### src/design/qpr_pkg.sv
// ----------------------------------------------------------------------------
// qpr_pkg
// Shared types and constants for the quaternion point rotator.
// ----------------------------------------------------------------------------
`default_nettype none

package qpr_pkg;

  localparam int WORD_W = 32;
  localparam int FRAC_Q = 30;               // Q2.30 quaternion fraction bits
  localparam int PROD_W = 2 * WORD_W - FRAC_Q; // product after >>> FRAC_Q
  localparam int AXES   = 3;
  localparam int QPARTS = 4;
  localparam int REG_IDX_W = 3;

  typedef logic signed [WORD_W-1:0] word_t;
  typedef logic signed [PROD_W-1:0] prod_t;

  localparam word_t WORD_MAX = 32'sh7fff_ffff;
  localparam word_t WORD_MIN = 32'sh8000_0000;
  localparam word_t ROT_W_RESET = 32'sh4000_0000;

  // configuration register indexes
  localparam logic [REG_IDX_W-1:0] REG_ROT_W   = 3'd0;
  localparam logic [REG_IDX_W-1:0] REG_ROT_X   = 3'd1;
  localparam logic [REG_IDX_W-1:0] REG_ROT_Y   = 3'd2;
  localparam logic [REG_IDX_W-1:0] REG_ROT_Z   = 3'd3;
  localparam logic [REG_IDX_W-1:0] REG_PIVOT_X = 3'd4;
  localparam logic [REG_IDX_W-1:0] REG_PIVOT_Y = 3'd5;
  localparam logic [REG_IDX_W-1:0] REG_PIVOT_Z = 3'd6;

  // quaternion part positions
  localparam int QW = 0;
  localparam int QX = 1;
  localparam int QY = 2;
  localparam int QZ = 3;

endpackage

`default_nettype wire

### src/design/qpr_combine.sv
// ----------------------------------------------------------------------------
// qpr_combine
// Signed sums of scaled products, one per output lane, saturated and
// registered.
// ----------------------------------------------------------------------------
`default_nettype none

module qpr_combine #(
  parameter int N_OUT  = 4,
  parameter int N_TERM = 3
) (
  input  wire logic                           clk,
  input  wire logic                           load,
  input  wire logic [N_OUT-1:0][N_TERM-1:0]   neg,
  input  wire qpr_pkg::prod_t                 term [N_OUT][N_TERM],
  output qpr_pkg::word_t                      sum  [N_OUT]
);
  import qpr_pkg::*;

  localparam int AW = PROD_W + $clog2(N_TERM) + 1;

  logic signed [AW-1:0] acc      [N_OUT];
  word_t                sum_next [N_OUT];

  always_comb begin
    for (int o = 0; o < N_OUT; o++) begin
      acc[o] = '0;
      for (int t = 0; t < N_TERM; t++) begin
        if (neg[o][t]) begin
          acc[o] = acc[o] - AW'(term[o][t]);
        end else begin
          acc[o] = acc[o] + AW'(term[o][t]);
        end
      end
      if (acc[o][AW-1:WORD_W-1] == '0 || acc[o][AW-1:WORD_W-1] == '1) begin
        sum_next[o] = acc[o][WORD_W-1:0];
      end else if (acc[o][AW-1]) begin
        sum_next[o] = WORD_MIN;
      end else begin
        sum_next[o] = WORD_MAX;
      end
    end
  end

  always_ff @(posedge clk) begin
    if (load) begin
      sum <= sum_next;
    end
  end

endmodule

`default_nettype wire

### config.mk
export PLATFORM = sky130hd
export DESIGN_NAME = qpr_combine
export DESIGN_NICKNAME = d
export VERILOG_FILES = /design/src/design/qpr_pkg.sv /design/src/design/qpr_combine.sv
export SDC_FILE = /design/constraint.sdc
export NUM_CORES = 1
export LEC_CHECK = 0
export BUFFER_PORTS_ARGS = -buffer_cell sky130_fd_sc_hd__buf_4
export CELL_PAD_IN_SITES_DETAIL_PLACEMENT = 1
export CELL_PAD_IN_SITES_GLOBAL_PLACEMENT = 2
export CORE_UTILIZATION = 33
export DETAILED_ROUTE_END_ITERATION = 16
export PLACE_DENSITY_LB_ADDON = 0.2
export SLEW_MARGIN = 20
export SYNTH_ARGS = -nofsm -noshare
export SYNTH_HDL_FRONTEND = slang
export SYNTH_SLANG_ARGS = --single-unit
### constraint.sdc
create_clock -name clk -period 13.6 [get_ports clk]
set_clock_uncertainty 0.2 [all_clocks]
set_input_delay 4.08 -clock clk [delete_from_list [all_inputs] [get_ports clk]]
set_output_delay 4.08 -clock clk [all_outputs]
set_load 0.02 [all_outputs]
==> results.cfg, run 1 <==
[clock_tree]
cts_tree = built
clkSinkCount = 128
cts_max_path_buffers = 2
ctsResizeCount = 0
cts_made_buffers = 17
cts-root-buf = clkbuf_16
cts_hold_buf = 0
path_clk_slew_ns = 0.07
htreeDepth = 4
post_cts_buffers = 0

[synthesis]
syn_area_mm2 = 0.0280
avgSynthCellArea_um2 = 7.45
ys_seq_area_frac = 0.137
yosys-top-cells-area = xnor2_1, edfxtp_1, ha_1, a21oi_1, nor2_1
yosysWarnings = 0
syn_nets = 4482
ys_ff_latch = 128
synth_top_area_cell = xnor2_1
synthCells = 3752
synth_cell_type_count = 93
synth_edf_count = 128
yosys.area.top_type_share = 0.168
async_flop_share = 0
synthFlopType = edfxtp_1

[routing]
drt_iter0_markers = 1151
drc = 0
ant_nets = 0
firstDrtPassIters = 7
routedWlPerCell_um = 19.1
routed_wl_um = 103000
dr_total_vias = 28700
routed_via_density = 5.33

[place]
dp.final_hpwl_um = 89300
gpl.final_weighted_congestion = 0.871
io_buffers = 549
place_ws_ns = 1.30

[worst_setup_path]
crit_buf_inv = 2
critical_path.top_delay_family = simple AND/OR/NAND/NOR gates
cp-end-kind = register
critPathLaunchType = input pin
cp_slowest_cell = nor3_1
slowest_delay_ns = 0.78
cp_max_fo = 19
worstSetupPathType = in -> reg
worstPathArrival_ns = 11.88
startpoint = term[36]
critical_path_required_ns = 13.55

[cells_and_area]
top_regs = sum: 128 flops
largest_reg_flops = 128
synthToLayoutAreaGrowth_pct = 20.5
regMostFlops = sum
nNetsFinal = 4955
drive_above_1_share = 0.153

[floorplan]
start_util = 0.334
die_w_um = 293
rows = 106
die_area_mm2 = 0.0859
core_mm2 = 0.0838
io_pins = 550
fp.dieH_um = 293

[sta]
fin_ws_ns = 1.67
tightestPinTransition_ns = 0.985
finalHoldViolations = 0
slew_headroom = 0.338
fmax_ghz = 0.0838
setup_violations = 0
report.final.slew_viol_count = 0
final_period_minus_worst_setup_slack_ns = 11.93
rsz0062_at_grt = false
fin_setup_tns_ns = 0
timing.final.crit_share = 0.877

[flow_run]
maxCapViolations = 0

[power_and_ir_drop]
comb_power_share = 0.772
p_leak_uw = 0.0138
worst_ir_drop_vdd_uv = 84.7
p_sw_uw = 3040
power.internal_uw = 2840
switching_share = 0.518
clkPwrFrac = 0.073
seq_power_share = 0.155
powerDensity_mw_per_mm2 = 175

[global_routing]
grt_pass1_wl_um = 160000
grt_pass1_vias = 28400
grt_antenna_before_repair = 22
grt_max_degree = 67
grt_remaining_overflow = 0
track_usage = 0.232

[hold_path]
min_from = load
hold_class = in -> reg

[outcome]
status = finished, final reports clean
==> synth_stat cells, types with 28 or more instances <==
| cell type | count |
|---|---|
| o21ai_1 | 28 |
| edfxtp_1 | 128 |
| a31oi_1 | 47 |
| clkbuf_1 | 71 |
| or4_1 | 39 |
| nand3_1 | 60 |
| ha_1 | 300 |
| o21bai_1 | 34 |
| nand2b_1 | 65 |
| inv_1 | 137 |
| nor2b_1 | 40 |
| a21oi_1 | 436 |
| or3_1 | 47 |
| o21ai_0 | 250 |
| o21a_1 | 47 |
| nor3_1 | 121 |
| and2_1 | 30 |
| a211oi_1 | 30 |
| nor4_1 | 52 |
| a21o_1 | 124 |
| nor2_1 | 373 |
| xnor2_1 | 536 |
| xor2_1 | 96 |
| o31ai_1 | 46 |
| nand2_1 | 254 |
==> cell type report <==
class / count / area (µm²)
multi-input cells: 3386 / 23200
clock inverters: 15 / 109
well taps: 1134 / 1420
fillers: 10500 / 50100
flip-flops and latches: 128 / 3840
diodes: 15 / 37.5
clock buffers: 17 / 425
repair buffers: 555 / 4170
inverters: 137 / 514
==> layout by cell type, fill, tap and decap left out, types with 52 or more instances in the layout <==
cell        n
nand3_1    60
inv_1     137
buf_4     554
o21ai_0   250
ha_1      300
a21o_1    124
nand2b_1   65
nor4_1     52
xor2_1     96
a21oi_1   436
nor2_1    373
nor3_1    121
edfxtp_1  128
nand2_1   254
xnor2_1   536
==> logic make-up after synthesis <==
logic type	count (synthesis)	synth area share
AO/OA/AOI/OAI	1214	0.267
XOR/XNOR	635	0.200
adder cells (fa/ha/maj)	308	0.140
buffers and inverters	238	0.0336
flip-flops	128	0.137
multiplexers	20	0.00734
AND/OR/NAND/NOR	1209	0.214
==> final timing paths <==
path / end / cells past startpoint
hold / removal: sum[95] / 1
setup / recovery: sum[12] / 31
==> power by group through the flow <==
| stage | logic [µW] | registers, µW | clock network (µW) |
|---|---|---|---|
| after floorplan | 2900 | 1140 | 0 |
| after global placement | 4490 | 922 | 0 |
| after detailed placement | 4530 | 927 | 0 |
| after CTS | 4550 | 921 | 442 |
| after global routing | 5010 | 931 | 456 |
| final | 4540 | 913 | 429 |
==> metal layers <==
| metal | vias to the layer above | share of wire | GRT usage |
|---|---|---|---|
| met5 | - | 0.0011 | 0 |
| met4 | 16 | 0.018 | 0.0626 |
| met3 | 87 | 0.046 | 0.0349 |
| met2 | 480 | 0.44 | 0.367 |
| met1 | 13500 | 0.49 | 0.325 |
| li1 | 14700 | - | - |
==> per-stage QoR <==
step	cells	total power [µW]	util	instance area [µm²]	hold slack, ns
floorplan	3752	4050	-	28000	3.99
global placement	5340	5410	0.395	33100	4.31
detailed placement	5340	5460	0.395	33100	4.31
CTS	5372	5920	0.402	33700	3.89
global route	5385	6400	0.402	33700	3.91
finish	5387	5880	0.402	33700	3.91
Power figures use the tool's default switching activity.
==> inputs of run 2 (changes only) <==
Settings changed: PLACE_DENSITY from default to 0.9, PLACE_DENSITY_LB_ADDON 0.2 to default, SLEW_MARGIN 20 to default.
==> results.cfg, run 2 (synthesized netlist as in run 1, its figures left out) <==
[power_and_ir_drop]
total_power_uw = 5950
worst_ir_drop_vdd_uv = 91.4
p_leak_uw = 0.0139
powerDensity_mw_per_mm2 = 176

[hold_path]
hold_class = in -> reg

[place]
dp.final_hpwl_um = 85700
place_ws_ns = 1.54
io_buffers = 549
placed_cell_area_mm2 = 0.0331
gpl.final_weighted_congestion = 0.922

[sta]
tightestPinTransition_ns = 0.970
slew_headroom = 0.347
fin_ws_ns = 1.87
final_period_minus_worst_setup_slack_ns = 11.73
rsz0062_at_grt = false
fmax_ghz = 0.0853
finalHoldViolations = 0
timing.final.crit_share = 0.862
report.final.slew_viol_count = 0
fin_setup_tns_ns = 0
setup_violations = 0

[routing]
dr_total_vias = 29100
firstDrtPassIters = 7
routed_via_density = 5.42
drt_iter0_markers = 1196
drc = 0
ant_nets = 0
routedWlPerCell_um = 18.5
routed_wl_um = 99400

[global_routing]
grt_remaining_overflow = 0
grt_antenna_before_repair = 7
grt_max_degree = 70
grt_pass1_vias = 29300
track_usage = 0.225
grt_pass1_wl_um = 157000

[worst_setup_path]
critical_path_required_ns = 13.56
cp-end-kind = register
slowest_delay_ns = 0.81
cp_max_fo = 28
critical_path.top_delay_family = simple AND/OR/NAND/NOR gates
critPathLaunchType = input pin
worstPathArrival_ns = 11.69
crit_buf_inv = 3
cp_slowest_cell = nor4bb_1
worstSetupPathType = in -> reg

[cells_and_area]
regMostFlops = sum
layout_commonest_cell = buf_4
final_area_mm2 = 0.0337
fin_util = 0.402
most-common-layout-cells = buf_4, xnor2_1, a21oi_1
top_regs = sum: 128 flops
drive_above_1_share = 0.153
largest_reg_flops = 128
synthToLayoutAreaGrowth_pct = 20.6
nNetsFinal = 4954
n_fill_cell = 10500

[flow_run]
maxCapViolations = 0

[clock_tree]
path_clk_slew_ns = 0.07
cts_hold_buf = 0
cts_made_buffers = 17
post_cts_buffers = 0
htreeDepth = 4
clkSinkCount = 128
cts_tree = built
cts-root-buf = clkbuf_16
ctsResizeCount = 0
cts_max_path_buffers = 2

[floorplan]
die_w_um = 293
die_area_mm2 = 0.0859
fp.dieH_um = 293
io_pins = 550
start_util = 0.334
rows = 106
core_mm2 = 0.0838

[outcome]
status = finished, final reports clean
## run 2: worst paths after layout
path / from / endpoint / slack (ns) / cells past startpoint
min: term[204] / sum[64] / 3.88 / 3
max: term[34] / sum[7] / 1.87 / 25
## run 2: final cells by class
| type | instances | area (µm²) | share of cell area |
|---|---|---|---|
| Antenna cell | 4 | 10.0 | 0.000297 |
| Clock inverter | 13 | 164 | 0.00486 |
| Multi-Input combinational cell | 3386 | 23200 | 0.687 |
| Tap cell | 1134 | 1420 | 0.0421 |
| Clock buffer | 18 | 429 | 0.0127 |
| Sequential cell | 128 | 3840 | 0.114 |
| Inverter | 137 | 514 | 0.0152 |
| Timing Repair Buffer | 554 | 4160 | 0.123 |
## run 2: per-stage QoR
| stage | hold slack (ns) | cells |
|---|---|---|
| floorplan | 3.99 | 3752 |
| global placement | 4.31 | 5339 |
| detailed placement | 4.31 | 5339 |
| CTS | 3.82 | 5370 |
| global route | 3.85 | 5374 |
| finish | 3.88 | 5374 |
## run 2: report_power, final
group	total [µW]	switching, µW	internal, µW	leakage, µW
registers	912	95.3	816	0.00125
logic	4560	2780	1790	0.0123
clock network	476	190	287	0.000276
total	5950	3060	2890	0.0139
## run 2: layer usage
layer / share of wire / wire, µm / track usage / up-vias
li1: - / - / - / 14700
met1: 0.47 / 46700 / 0.293 / 13900
met2: 0.48 / 47600 / 0.395 / 446
met3: 0.036 / 3570 / 0.0271 / 70
met4: 0.015 / 1490 / 0.0481 / 4
met5: 0.00023 / 23 / 0 / -
==> inputs of run 3 (changes only) <==
Settings changed: PLACE_DENSITY 0.9 to 0.85.
==> results.cfg, run 3 (synthesized netlist as in run 1, its figures left out) <==
[sta]
rsz0062_at_grt = false
worst_hold_slack_ns = 3.90
tightestPinTransition_ns = 1.02
setup_violations = 0
fmax_ghz = 0.0849
timing.final.crit_share = 0.866
slew_headroom = 0.312
final_period_minus_worst_setup_slack_ns = 11.78
report.final.slew_viol_count = 0
finalHoldViolations = 0
fin_setup_tns_ns = 0

[clock_tree]
path_clk_slew_ns = 0.06
cts_tree = built
cts_hold_buf = 0
post_cts_buffers = 0
cts-root-buf = clkbuf_16
ctsResizeCount = 0
cts_made_buffers = 17
clkSinkCount = 128
cts_max_path_buffers = 2
htreeDepth = 4

[floorplan]
core_mm2 = 0.0838
io_pins = 550
rows = 106
die_w_um = 293
start_util = 0.334
fp.dieH_um = 293
die_area_mm2 = 0.0859

[cells_and_area]
most-common-layout-cells = buf_4, xnor2_1, a21oi_1
synthToLayoutAreaGrowth_pct = 20.5
fin_util = 0.402
top_regs = sum: 128 flops
final_area_mm2 = 0.0337
regMostFlops = sum
nNetsFinal = 4952
fin_cells = 5378
drive_above_1_share = 0.153
layout_commonest_cell = buf_4
largest_reg_flops = 128

[routing]
ant_nets = 0
routed_via_density = 5.40
drt_iter0_markers = 1306
dr_total_vias = 29100
drc = 0
firstDrtPassIters = 5
routed_wl_um = 101000
routedWlPerCell_um = 18.8

[worst_setup_path]
worstPathArrival_ns = 11.75
cp-end-kind = register
critical_path_required_ns = 13.56
cp_max_fo = 19
critPathLaunchType = input pin
startpoint = term[34]
worstSetupPathType = in -> reg
cp-endpoint = sum[2]

[global_routing]
track_usage = 0.229
grt_pass1_vias = 29000
grt_remaining_overflow = 0
grt_max_degree = 66
grt_pass1_wl_um = 158000
grt_antenna_before_repair = 10

[place]
gpl.final_weighted_congestion = 0.895
dp.final_hpwl_um = 87300
placed_cell_area_mm2 = 0.0331
dp_cells = 5337
io_buffers = 549

[hold_path]
hold_class = in -> reg

[power_and_ir_drop]
powerDensity_mw_per_mm2 = 177
p_leak_uw = 0.0138
worst_ir_drop_vdd_uv = 96.5

[flow_run]
maxCapViolations = 0

[outcome]
status = finished, final reports clean
-- run 3: cell count changes in the layout (fill, tap and decap cells not counted) --
cell,delta
clkinv_4,+1
diode_2,+5
inv_6,+4
clkinv_2,-1
bufinv_16,-2
clkinv_1,+1
clkinvlp_4,-2
buf_4,-2
-- run 3: critical path: stages --
cell and delay (ns):
buf_4 0.12, inv_1 0.05, ha_1 0.16, nor3b_1 0.32, nor3b_1 0.63, nor4bb_1 0.75
a21oi_1 0.18, xnor2_1 0.16, ha_1 0.37, and4_1 0.26, and2_1 0.17, a31oi_1 0.17
a21oi_1 0.11, a2111oi_0 0.70, nand2_1 0.17, a21oi_1 0.22, xnor2_1 0.11, ha_1 0.41
a21oi_1 0.30, or3b_2 0.47, a211o_1 0.27, o311a_1 0.14, nor3_1 0.20, nand3_1 0.38
nand2_1 0.60, o21ai_0 0.23
-- run 3: power breakdown --
group | total [µW] | switching, µW | leakage (µW) | internal, µW
registers | 917 | 101 | 0.00125 | 816
logic | 4590 | 2800 | 0.0123 | 1790
clock network | 446 | 193 | 0.000267 | 253
-- run 3: worst min-delay path by stage --
stage,start,to,slack (ns),depth (start not counted)
2_1_floorplan,load,sum[0],3.99,0
3_3_place_gp,sum[31],sum[31],4.31,1
3_5_place_dp,sum[103],sum[103],4.31,1
4_1_cts,term[306],sum[96],3.86,3
5_1_grt,term[306],sum[96],3.89,3
6_report,term[306],sum[96],3.90,3
-- run 3: cell type report --
type                    instances  area (µm²)
clock inverters                14         131
clock buffers                  18         429
well taps                    1134        1420
repair buffers                552        4150
inverters                     137         514
fillers                     10600       50100
diodes                          9        22.5
multi-input cells            3386       23200
flip-flops and latches        128        3840
-- run 3: metrics by stage --
step	worst slack (ns)	total power, µW
after global routing	1.22	6460
after floorplan	2.86	4050
after detailed placement	1.45	5480
after global placement	1.52	5430
final	1.82	5950
after CTS	1.91	5970
-- run 3: metal layers --
layer | GRT usage | wire [µm] | vias up | share of wire
li1 | - | - | 14700 | -
met3 | 0.0367 | 4530 | 91 | 0.045
met2 | 0.387 | 47400 | 527 | 0.47
met4 | 0.0673 | 2250 | 2 | 0.022
met5 | 0 | 12 | - | 0.00012
met1 | 0.298 | 46900 | 13800 | 0.46
