**config.mk**
```make
export PLATFORM = sky130hd
export DESIGN_NAME = qpr_addsat
export DESIGN_NICKNAME = d
export VERILOG_FILES = /design/src/design/qpr_pkg.sv /design/src/design/qpr_addsat.sv
export SDC_FILE = /design/constraint.sdc
export NUM_CORES = 1
export LEC_CHECK = 0
export BUFFER_PORTS_ARGS = -buffer_cell sky130_fd_sc_hd__buf_2
export CORE_UTILIZATION = 40
export DETAILED_ROUTE_END_ITERATION = 6
export PLACE_DENSITY_LB_ADDON = 0.12
export SLEW_MARGIN = 20
export SYNTH_ARGS = -nofsm -noshare
export SYNTH_HDL_FRONTEND = slang
export SYNTH_SLANG_ARGS = --single-unit
```
**constraint.sdc**
```tcl
create_clock -name clk -period 15.3 [get_ports clk]
set_clock_uncertainty 0.05 [all_clocks]
set_input_delay 2.295 -clock clk [delete_from_list [all_inputs] [get_ports clk]]
set_output_delay 2.295 -clock clk [all_outputs]
set_load 0.01 [all_outputs]
```
**src/design/qpr_pkg.sv**
```systemverilog
// ----------------------------------------------------------------------------
// qpr_pkg
// Shared types and constants for the quaternion point rotator.
// ----------------------------------------------------------------------------
`default_nettype none

package qpr_pkg;

  localparam int WORD_W = 32;
  localparam int FRAC_Q = 30;               // Q2.30 quaternion fraction bits
  localparam int PROD_W = 2 * WORD_W - FRAC_Q; // product after >>> FRAC_Q
  localparam int AXES   = 3;
  localparam int QPARTS = 4;
  localparam int REG_IDX_W = 3;

  typedef logic signed [WORD_W-1:0] word_t;
  typedef logic signed [PROD_W-1:0] prod_t;

  localparam word_t WORD_MAX = 32'sh7fff_ffff;
  localparam word_t WORD_MIN = 32'sh8000_0000;
  localparam word_t ROT_W_RESET = 32'sh4000_0000;

  // configuration register indexes
  localparam logic [REG_IDX_W-1:0] REG_ROT_W   = 3'd0;
  localparam logic [REG_IDX_W-1:0] REG_ROT_X   = 3'd1;
  localparam logic [REG_IDX_W-1:0] REG_ROT_Y   = 3'd2;
  localparam logic [REG_IDX_W-1:0] REG_ROT_Z   = 3'd3;
  localparam logic [REG_IDX_W-1:0] REG_PIVOT_X = 3'd4;
  localparam logic [REG_IDX_W-1:0] REG_PIVOT_Y = 3'd5;
  localparam logic [REG_IDX_W-1:0] REG_PIVOT_Z = 3'd6;

  // quaternion part positions
  localparam int QW = 0;
  localparam int QX = 1;
  localparam int QY = 2;
  localparam int QZ = 3;

endpackage

`default_nettype wire

```
**src/design/qpr_addsat.sv**
```systemverilog
// ----------------------------------------------------------------------------
// qpr_addsat
// Three-lane registered add or subtract with 32-bit saturation.
// ----------------------------------------------------------------------------
`default_nettype none

module qpr_addsat (
  input  wire logic          clk,
  input  wire logic          load,
  input  wire logic          sub,
  input  wire qpr_pkg::word_t a [qpr_pkg::AXES],
  input  wire qpr_pkg::word_t b [qpr_pkg::AXES],
  output qpr_pkg::word_t      y [qpr_pkg::AXES]
);
  import qpr_pkg::*;

  logic signed [WORD_W:0] sum [AXES];
  word_t                  y_next [AXES];

  always_comb begin
    for (int i = 0; i < AXES; i++) begin
      if (sub) begin
        sum[i] = (WORD_W + 1)'(a[i]) - (WORD_W + 1)'(b[i]);
      end else begin
        sum[i] = (WORD_W + 1)'(a[i]) + (WORD_W + 1)'(b[i]);
      end
      // top two bits differ only on overflow
      if (sum[i][WORD_W] == sum[i][WORD_W-1]) begin
        y_next[i] = sum[i][WORD_W-1:0];
      end else if (sum[i][WORD_W]) begin
        y_next[i] = WORD_MIN;
      end else begin
        y_next[i] = WORD_MAX;
      end
    end
  end

  always_ff @(posedge clk) begin
    if (load) begin
      y <= y_next;
    end
  end

endmodule

`default_nettype wire

```
==> summary.txt, run 1 <==
Outcome
  • Status: finished clean

Synthesis
  • Ys async rst share: 0
  • Cell Area, Synth: between 10000 and 15000 µm²
  • Synth cell types: 77
  • Synth Net Count: ~1600
  • Main synth FF type: edfxtp_1
  • Post-synth top area cell: edfxtp_1
  • Mapped Avg Cell Area: ~8.5 µm²
  • Synth Register Bits: 96
  • Top area cells in the synthesized netlist: edfxtp_1 (26%), xnor2_1 (12%), ha_1 (11%)
  • Number of synthesized flops with an enable pin: 96
  • Synth Warn #: 0
  • Sequential area share after synthesis: 0.262
  • Post-synth top area share: 0.262
  • Syn Inst Count: between 1000 and 1500

Setup path
  • CP peak stage delay: ~0.80 ns
  • Slowest cell on the critical path: a21oi_2
  • CP cell instances: buf_2, or4_1, nor4_2, and2_1, nor2b_1, nand2_1, nor2_1, a21oi_1, xnor2_1, ha_1, a21o_1, or3_1, a221o_1, a211oi_1, xor3_2, a21oi_2, o21ai_0
  • Critical path capture point type: flip-flop
  • Crit path max-delay family: simple AND/OR/NAND/NOR gates
  • Arr. time, crit path: between 7 and 8 ns
  • Crit path required time: roughly 15 ns
  • Critical path type: in -> reg
  • Critical path peak fanout: 25
  • CP Launch Type: input pin
  • WP buf/inv: 1

Global routing
  • GR Util All Layers: 0.225
  • Pin count of the biggest net entering global routing: 61
  • Vias in the first global route: ~9700
  • First-pass GRT wire length: 50.4 mm
  • Grt total ovfl: 0
  • Antenna violations before repair: 7

Die
  • Initial Utilization: 0.408
  • DIE AREA: 28200 µm²
  • FP Rows: 60
  • DIE WIDTH: approximately 170 µm
  • Core ar.: ~27000 µm²
  • I/O Pins: 291
  • Die height: 168 µm

Layout
  • Layout Area Growth over Synthesis: 18.6%
  • Reg with most FFs: y
  • Biggest regs: y x96
  • Layout filler cell count: 2652
  • Layout cells sized above 1: 0.220
  • Nets@finish: approximately 1900
  • Commonest cells after routing, fill and taps aside: buf_2 (288), a21oi_1 (155), xnor2_1 (150), nor2_1 (106), ha_1 (99)
  • Max reg flops: 96
  • Commonest non-fill, non-tap cell in the layout: buf_2
  • Non-filler cells, final: roughly 1900

Route
  • Post-route ant nets: 0
  • Drt pass-1 iters: 5
  • Avg WL per Cell: about 17 µm
  • DR iter-0 viols: about 660
  • Routed wire length: 32.8 mm
  • Via-per-instance ratio: 5.54
  • Vias: approximately 11000
  • Drt drc: 0

Timing
  • Final hold viol count: 0
  • Final setup fails: 0
  • RSZ-0062 raised after global routing: false
  • Setup TNS: 0 ns
  • Worst Tran Pin Value: between 1 and 1.5 ns
  • Rel. slew slack: 0.304
  • Post-route clock period utilization: 0.515
  • Slew Limit Fails: 0
  • Minimum clock period after layout: around 7.9 ns
  • Fmax: approximately 130 MHz

Place
  • Dpl hpwl: 26.6 mm
  • GPL Wtd Cong: roughly 0.93
  • Buffers on Ports: 290
  • Cells after DPL: ~1900

Power and ir drop
  • Peak supply drop: 0.0474 mV
  • Power per standard cell area: 105 nW/µm²
  • P_leak: approximately 5.4 nW

Worst hold path
  • Tightest Hold Check Type: in -> reg

Clocking
  • Post-CTS Resized: 0
  • Clock tree root driver cell: clkbuf_16
  • Num CTS Buffers: 9
  • # hold bufs at CTS: 0
  • CTS tree: done
  • # Post-CTS Setup Buffers: 0
  • Clk pin slew, worst setup/hold paths: 0.08 ns
  • H-tree Lvls: 3
  • Clk buf depth: 2
  • Clock Sinks: 96

Job
  • Max Cap Viol: 0
-- per-layer routing --
| metal | vias to the layer above | GRT usage | wire [µm] |
|---|---|---|---|
| met1 | 4837 | 0.309 | 15200 |
| met2 | 347 | 0.358 | 14900 |
| met4 | 2 | 0.0738 | 600 |
| met5 | - | 0 | 13 |
| li1 | 5364 | - | - |
| met3 | 40 | 0.0388 | 2010 |
-- stage by stage --
step,hold WS (ns),worst slack (ns),instance area (µm²),total power [mW],util
5_1_grt,2.37,7.06,13000,1.46,0.484
4_1_cts,2.35,7.47,13000,1.37,0.483
6_report,2.36,7.42,13000,1.36,0.484
3_5_place_dp,2.65,7.08,12700,1.14,0.472
3_3_place_gp,2.65,7.20,12700,1.13,0.472
2_1_floorplan,2.36,8.51,11000,0.906,-
-- cell type report --
class | instances | area, µm² | share of cell area
flip-flops and latches | 96 | 2880 | 0.221
well taps | 341 | 427 | 0.0327
multi-input cells | 1099 | 7710 | 0.591
inverters | 58 | 218 | 0.0167
diodes | 7 | 17.5 | 0.00134
clock inverters | 7 | 75.1 | 0.00576
clock buffers | 9 | 225 | 0.0173
repair buffers | 294 | 1490 | 0.114
-- cell usage after synthesis, types with 23 or more instances --
cell type / number
ha_1: 99
a21o_1: 31
xnor2_1: 150
a31oi_1: 23
nor3_1: 31
nor2_1: 106
o21ai_0: 84
nand2_1: 59
inv_1: 58
o21ai_1: 33
xor2_1: 24
edfxtp_1: 96
nand2b_1: 24
a21oi_1: 155
clkbuf_1: 30
-- cells by family after synthesis --
family                   count (synthesis)  synth area share
adder cells (fa/ha/maj)                117             0.132
multiplexers                             5           0.00455
XOR/XNOR                               176             0.143
flip-flops                              96             0.262
AO/OA/AOI/OAI                          449             0.252
AND/OR/NAND/NOR                        352             0.169
buffers and inverters                  103            0.0366
-- final timing paths --
kind	slack, ns	depth (start not counted)	endpoint	start
hold / removal	2.36	1	y[94]	load
setup / recovery	7.42	17	y[34]	b[36]
-- power breakdown --
part | internal [mW] | total (mW) | switching [mW]
combinational | 0.293 | 0.707 | 0.415
sequential | 0.403 | 0.425 | 0.0220
clock | 0.116 | 0.232 | 0.117
No activity file was read; power rests on OpenSTA's default activity.
==> run 2: changes to the inputs <==
- clock period: 15.3 -> 6.7 ns (I/O delays scaled with it)
==> summary.txt, run 2 (same netlist as run 1, synthesis figures left out) <==
Route
  • Post-route ant nets: 0
  • Avg WL per Cell: 17.0 µm
  • Drt drc: 0
  • Routed wire length: roughly 33 mm
  • Via-per-instance ratio: ~5.6
  • DR iter-0 viols: 744
  • Vias: ~11000
  • Drt pass-1 iters: 5

Clocking
  • CTS tree: done
  • Num CTS Buffers: 9
  • # Post-CTS Setup Buffers: 0
  • Clock tree root driver cell: clkbuf_16
  • H-tree Lvls: 3
  • # hold bufs at CTS: 0
  • Post-CTS Resized: 0
  • Clock Sinks: between 90 and 100
  • Clk buf depth: 2
  • Clk pin slew, worst setup/hold paths: ~0.08 ns

Die
  • Initial Utilization: 0.408
  • I/O Pins: between 200 and 300
  • Core ar.: about 27000 µm²
  • DIE AREA: ~28000 µm²
  • FP Rows: 60
  • Die height: approximately 170 µm
  • DIE WIDTH: between 150 and 200 µm

Timing
  • Fmax: 172 MHz
  • RSZ-0062 raised after global routing: false
  • Setup TNS: 0 ns
  • Final worst slack: just under 0.9 ns
  • Final hold viol count: 0
  • Post-route clock period utilization: 0.869
  • Slew Limit Fails: 0
  • Minimum clock period after layout: 5.82 ns
  • Rel. slew slack: 0.415
  • Worst Tran Pin Value: between 0.8 and 0.9 ns
  • Final setup fails: 0

Layout
  • Biggest regs: y x96
  • Layout Area Growth over Synthesis: 19.7%
  • Multi-input gate area: approximately 7700 µm²
  • Reg area: 2880 µm²
  • Layout cells sized above 1: 0.227
  • Max reg flops: 96
  • Reg with most FFs: y
  • Nets@finish: roughly 1900
  • Commonest non-fill, non-tap cell in the layout: buf_2
  • Commonest cells after routing, fill and taps aside: buf_2 (288), a21oi_1 (155), xnor2_1 (150), nor2_1 (106), ha_1 (99)
  • Layout filler cell count: around 2700

Place
  • Dpl ws: around 0.47 ns
  • Buffers on Ports: between 200 and 300
  • Dpl hpwl: between 20 and 30 mm
  • GPL Wtd Cong: roughly 0.94

Global routing
  • GR Util All Layers: 0.231
  • First-pass GRT wire length: about 52 mm
  • Vias in the first global route: between 10000 and 15000
  • Antenna violations before repair: 9
  • Grt total ovfl: 0
  • Pin count of the biggest net entering global routing: 64

Power and ir drop
  • Power per standard cell area: around 240 nW/µm²
  • Peak supply drop: approximately 0.15 mV
  • P_leak: 5.51 nW

Setup path
  • Critical path peak fanout: 25
  • Crit path required time: between 6 and 7 ns
  • Critical path capture point type: flip-flop
  • Critical path type: in -> reg
  • Arr. time, crit path: approximately 5.9 ns
  • CP Launch Type: input pin

Outcome
  • Status: finished clean

Worst hold path
  • Tightest Hold Check Type: in -> reg

Job
  • Max Cap Viol: 0
## run 2: final timing paths
path | start | to | cells past startpoint
setup / recovery | b[36] | y[35] | 19
hold / removal | load | y[94] | 1
## run 2: critical path, cell delays in order
cell and delay [ns]:
buf_2 0.12, or4_1 0.60, nor4_2 0.27, and2_1 0.23, nor2b_1 0.35, nand2_1 0.09, nor2_1 0.11, buf_4 0.16
a21oi_1 0.08, xnor2_1 0.14, ha_1 0.43, a21o_1 0.22, or3_1 0.37, a221o_1 0.35, a211oi_1 0.23, xor3_2 0.51
a21oi_2 0.15, buf_4 0.26, o21ai_0 0.14
## run 2: power by group
part | internal, mW | leakage, nW | total, mW | switching [mW]
logic | 0.676 | 4.41 | 1.62 | 0.946
clock network | 0.303 | 0.158 | 0.570 | 0.267
registers | 0.920 | 0.940 | 0.970 | 0.0509
total | 1.90 | 5.51 | 3.16 | 1.26
## run 2: per-layer routing
| metal | share of wire | GRT usage |
|---|---|---|
| met1 | 0.46 | 0.315 |
| met5 | 0 | 0 |
| met4 | 0.023 | 0.0830 |
| met3 | 0.064 | 0.0334 |
| met2 | 0.45 | 0.370 |
## run 2: cell type report
type                    instances  area share
clock inverters                 7     0.00722
repair buffers                307       0.120
multi-input cells            1099       0.586
inverters                      58      0.0165
clock buffers                   9      0.0171
well taps                     341      0.0324
flip-flops and latches         96       0.219
diodes                          9     0.00171
## run 2: metrics by stage
stage | total power, mW | instance area, µm² | instances | hold slack, ns | util
after global routing | 3.38 | 13200 | 1925 | 1.09 | 0.488
final | 3.16 | 13200 | 1926 | 1.06 | 0.488
after CTS | 3.18 | 13100 | 1917 | 1.07 | 0.488
after global placement | 2.59 | 12800 | 1901 | 1.36 | 0.476
after floorplan | 2.07 | 11000 | 1298 | 1.07 | -
after detailed placement | 2.60 | 12800 | 1901 | 1.36 | 0.476
==> run 3: changes to the inputs <==
- PLACE_DENSITY_LB_ADDON: 0.12 -> 0.08
==> summary.txt, run 3 (same netlist as run 1, synthesis figures left out) <==
Outcome
  • Status: finished clean

Setup path
  • Launch point of the critical path: b[36]
  • Crit path max-delay family: simple AND/OR/NAND/NOR gates
  • Arr. time, crit path: about 6 ns
  • WP buf/inv: 2
  • Critical path capture point type: flip-flop
  • Critical path type: in -> reg
  • Crit-path most repeated cell: and2_1
  • CP cell instances: buf_2, or4_1, nor4_2, and2_1, nor2b_1, nand2_1, nor2_1, a21oi_1, xnor2_1, ha_1, and2_1, or3_1, a221o_1, a211oi_1, xor3_2, a21oi_2, buf_4, o21ai_0
  • CP Launch Type: input pin
  • Slowest cell on the critical path: or4_1
  • Crit path required time: 6.73 ns
  • Critical path peak fanout: 25
  • CP peak stage delay: 0.59 ns

Worst hold path
  • Tightest Hold Check Type: in -> reg
  • Hold path startpoint: load

Global routing
  • GR Util All Layers: 0.231
  • Antenna violations before repair: 6
  • Pin count of the biggest net entering global routing: 69
  • First-pass GRT wire length: roughly 52 mm
  • Grt total ovfl: 0
  • Vias in the first global route: about 10000

Route
  • Drt pass-1 iters: 5
  • Via-per-instance ratio: between 5 and 6
  • Routed wire length: approximately 33 mm
  • Avg WL per Cell: between 15 and 20 µm
  • DR iter-0 viols: 607
  • Vias: 10600
  • Post-route ant nets: 0
  • Drt drc: 0

Die
  • FP Rows: 60
  • Die height: between 150 and 200 µm
  • Initial Utilization: 0.408
  • DIE WIDTH: 168 µm
  • DIE AREA: about 28000 µm²
  • I/O Pins: between 200 and 300
  • Core ar.: approximately 27000 µm²

Layout
  • Reg with most FFs: y
  • Commonest cells after routing, fill and taps aside: buf_2 (288), a21oi_1 (155), xnor2_1 (150), nor2_1 (106), ha_1 (99)
  • Commonest non-fill, non-tap cell in the layout: buf_2
  • Biggest regs: y x96
  • Layout filler cell count: around 2700
  • Cell area after layout: around 13000 µm²
  • Max reg flops: between 90 and 100
  • Layout Area Growth over Synthesis: 19.2%
  • Nets@finish: about 1900
  • Layout cells sized above 1: 0.224

Timing
  • Setup TNS: 0 ns
  • Worst Tran Pin Value: between 0.9 and 1 ns
  • Minimum clock period after layout: roughly 6 ns
  • Final worst slack: slightly above 0.7 ns
  • Slew Limit Fails: 0
  • Final hold viol count: 0
  • Final setup fails: 0
  • Rel. slew slack: 0.396
  • RSZ-0062 raised after global routing: false
  • Fmax: around 170 MHz
  • WHS: 1.04 ns
  • Post-route clock period utilization: 0.894

Clocking
  • H-tree Lvls: 3
  • Clock tree root driver cell: clkbuf_16
  • Clk buf depth: 2
  • # hold bufs at CTS: 0
  • # Post-CTS Setup Buffers: 0
  • Num CTS Buffers: 9
  • Clk pin slew, worst setup/hold paths: about 0.07 ns
  • Clock Sinks: 96
  • CTS tree: done
  • Post-CTS Resized: 0

Power and ir drop
  • Total Power: roughly 3.1 mW
  • Peak supply drop: around 0.17 mV
  • P_leak: roughly 5.5 nW
  • Power per standard cell area: between 200 and 250 nW/µm²

Place
  • Buffers on Ports: 290
  • Dpl hpwl: ~27 mm
  • GPL Wtd Cong: around 0.9
  • Dpl ws: just over 0.3 ns
  • DP Area: roughly 13000 µm²

Job
  • Max Cap Viol: 0
-- run 3: per-stage QoR --
stage	cells	utilization
detailed placement	1898	0.475
global route	1919	0.486
finish	1920	0.486
global placement	1898	0.475
floorplan	1298	-
CTS	1914	0.486
-- run 3: final timing paths --
kind                 to  slack (ns)  cells after the start
setup / recovery  y[35]        0.71                     18
hold / removal    y[89]        1.04                      1
-- run 3: cell type report --
class	count	area (µm²)	share of cell area
antenna	6	15.0	0.00115
clock buffer	10	229	0.0175
clock inverter	6	51.3	0.00391
inverter	58	218	0.0166
multi-input combinational	1099	7710	0.588
sequential	96	2880	0.220
tap	341	427	0.0326
timing repair buffer	304	1570	0.120
-- run 3: power breakdown --
| group | leakage, nW | internal [mW] | switching, mW | total [mW] |
|---|---|---|---|---|
| Clock | 0.135 | 0.258 | 0.248 | 0.506 |
| Sequential | 0.940 | 0.920 | 0.0505 | 0.970 |
| Combinational | 4.40 | 0.677 | 0.946 | 1.62 |
-- run 3: metal layers --
layer,part of all wire,routed length (µm),track usage
met1,0.47,15600,0.320
met2,0.45,15000,0.370
met3,0.053,1760,0.0289
met4,0.021,691,0.0782
met5,0,0,0
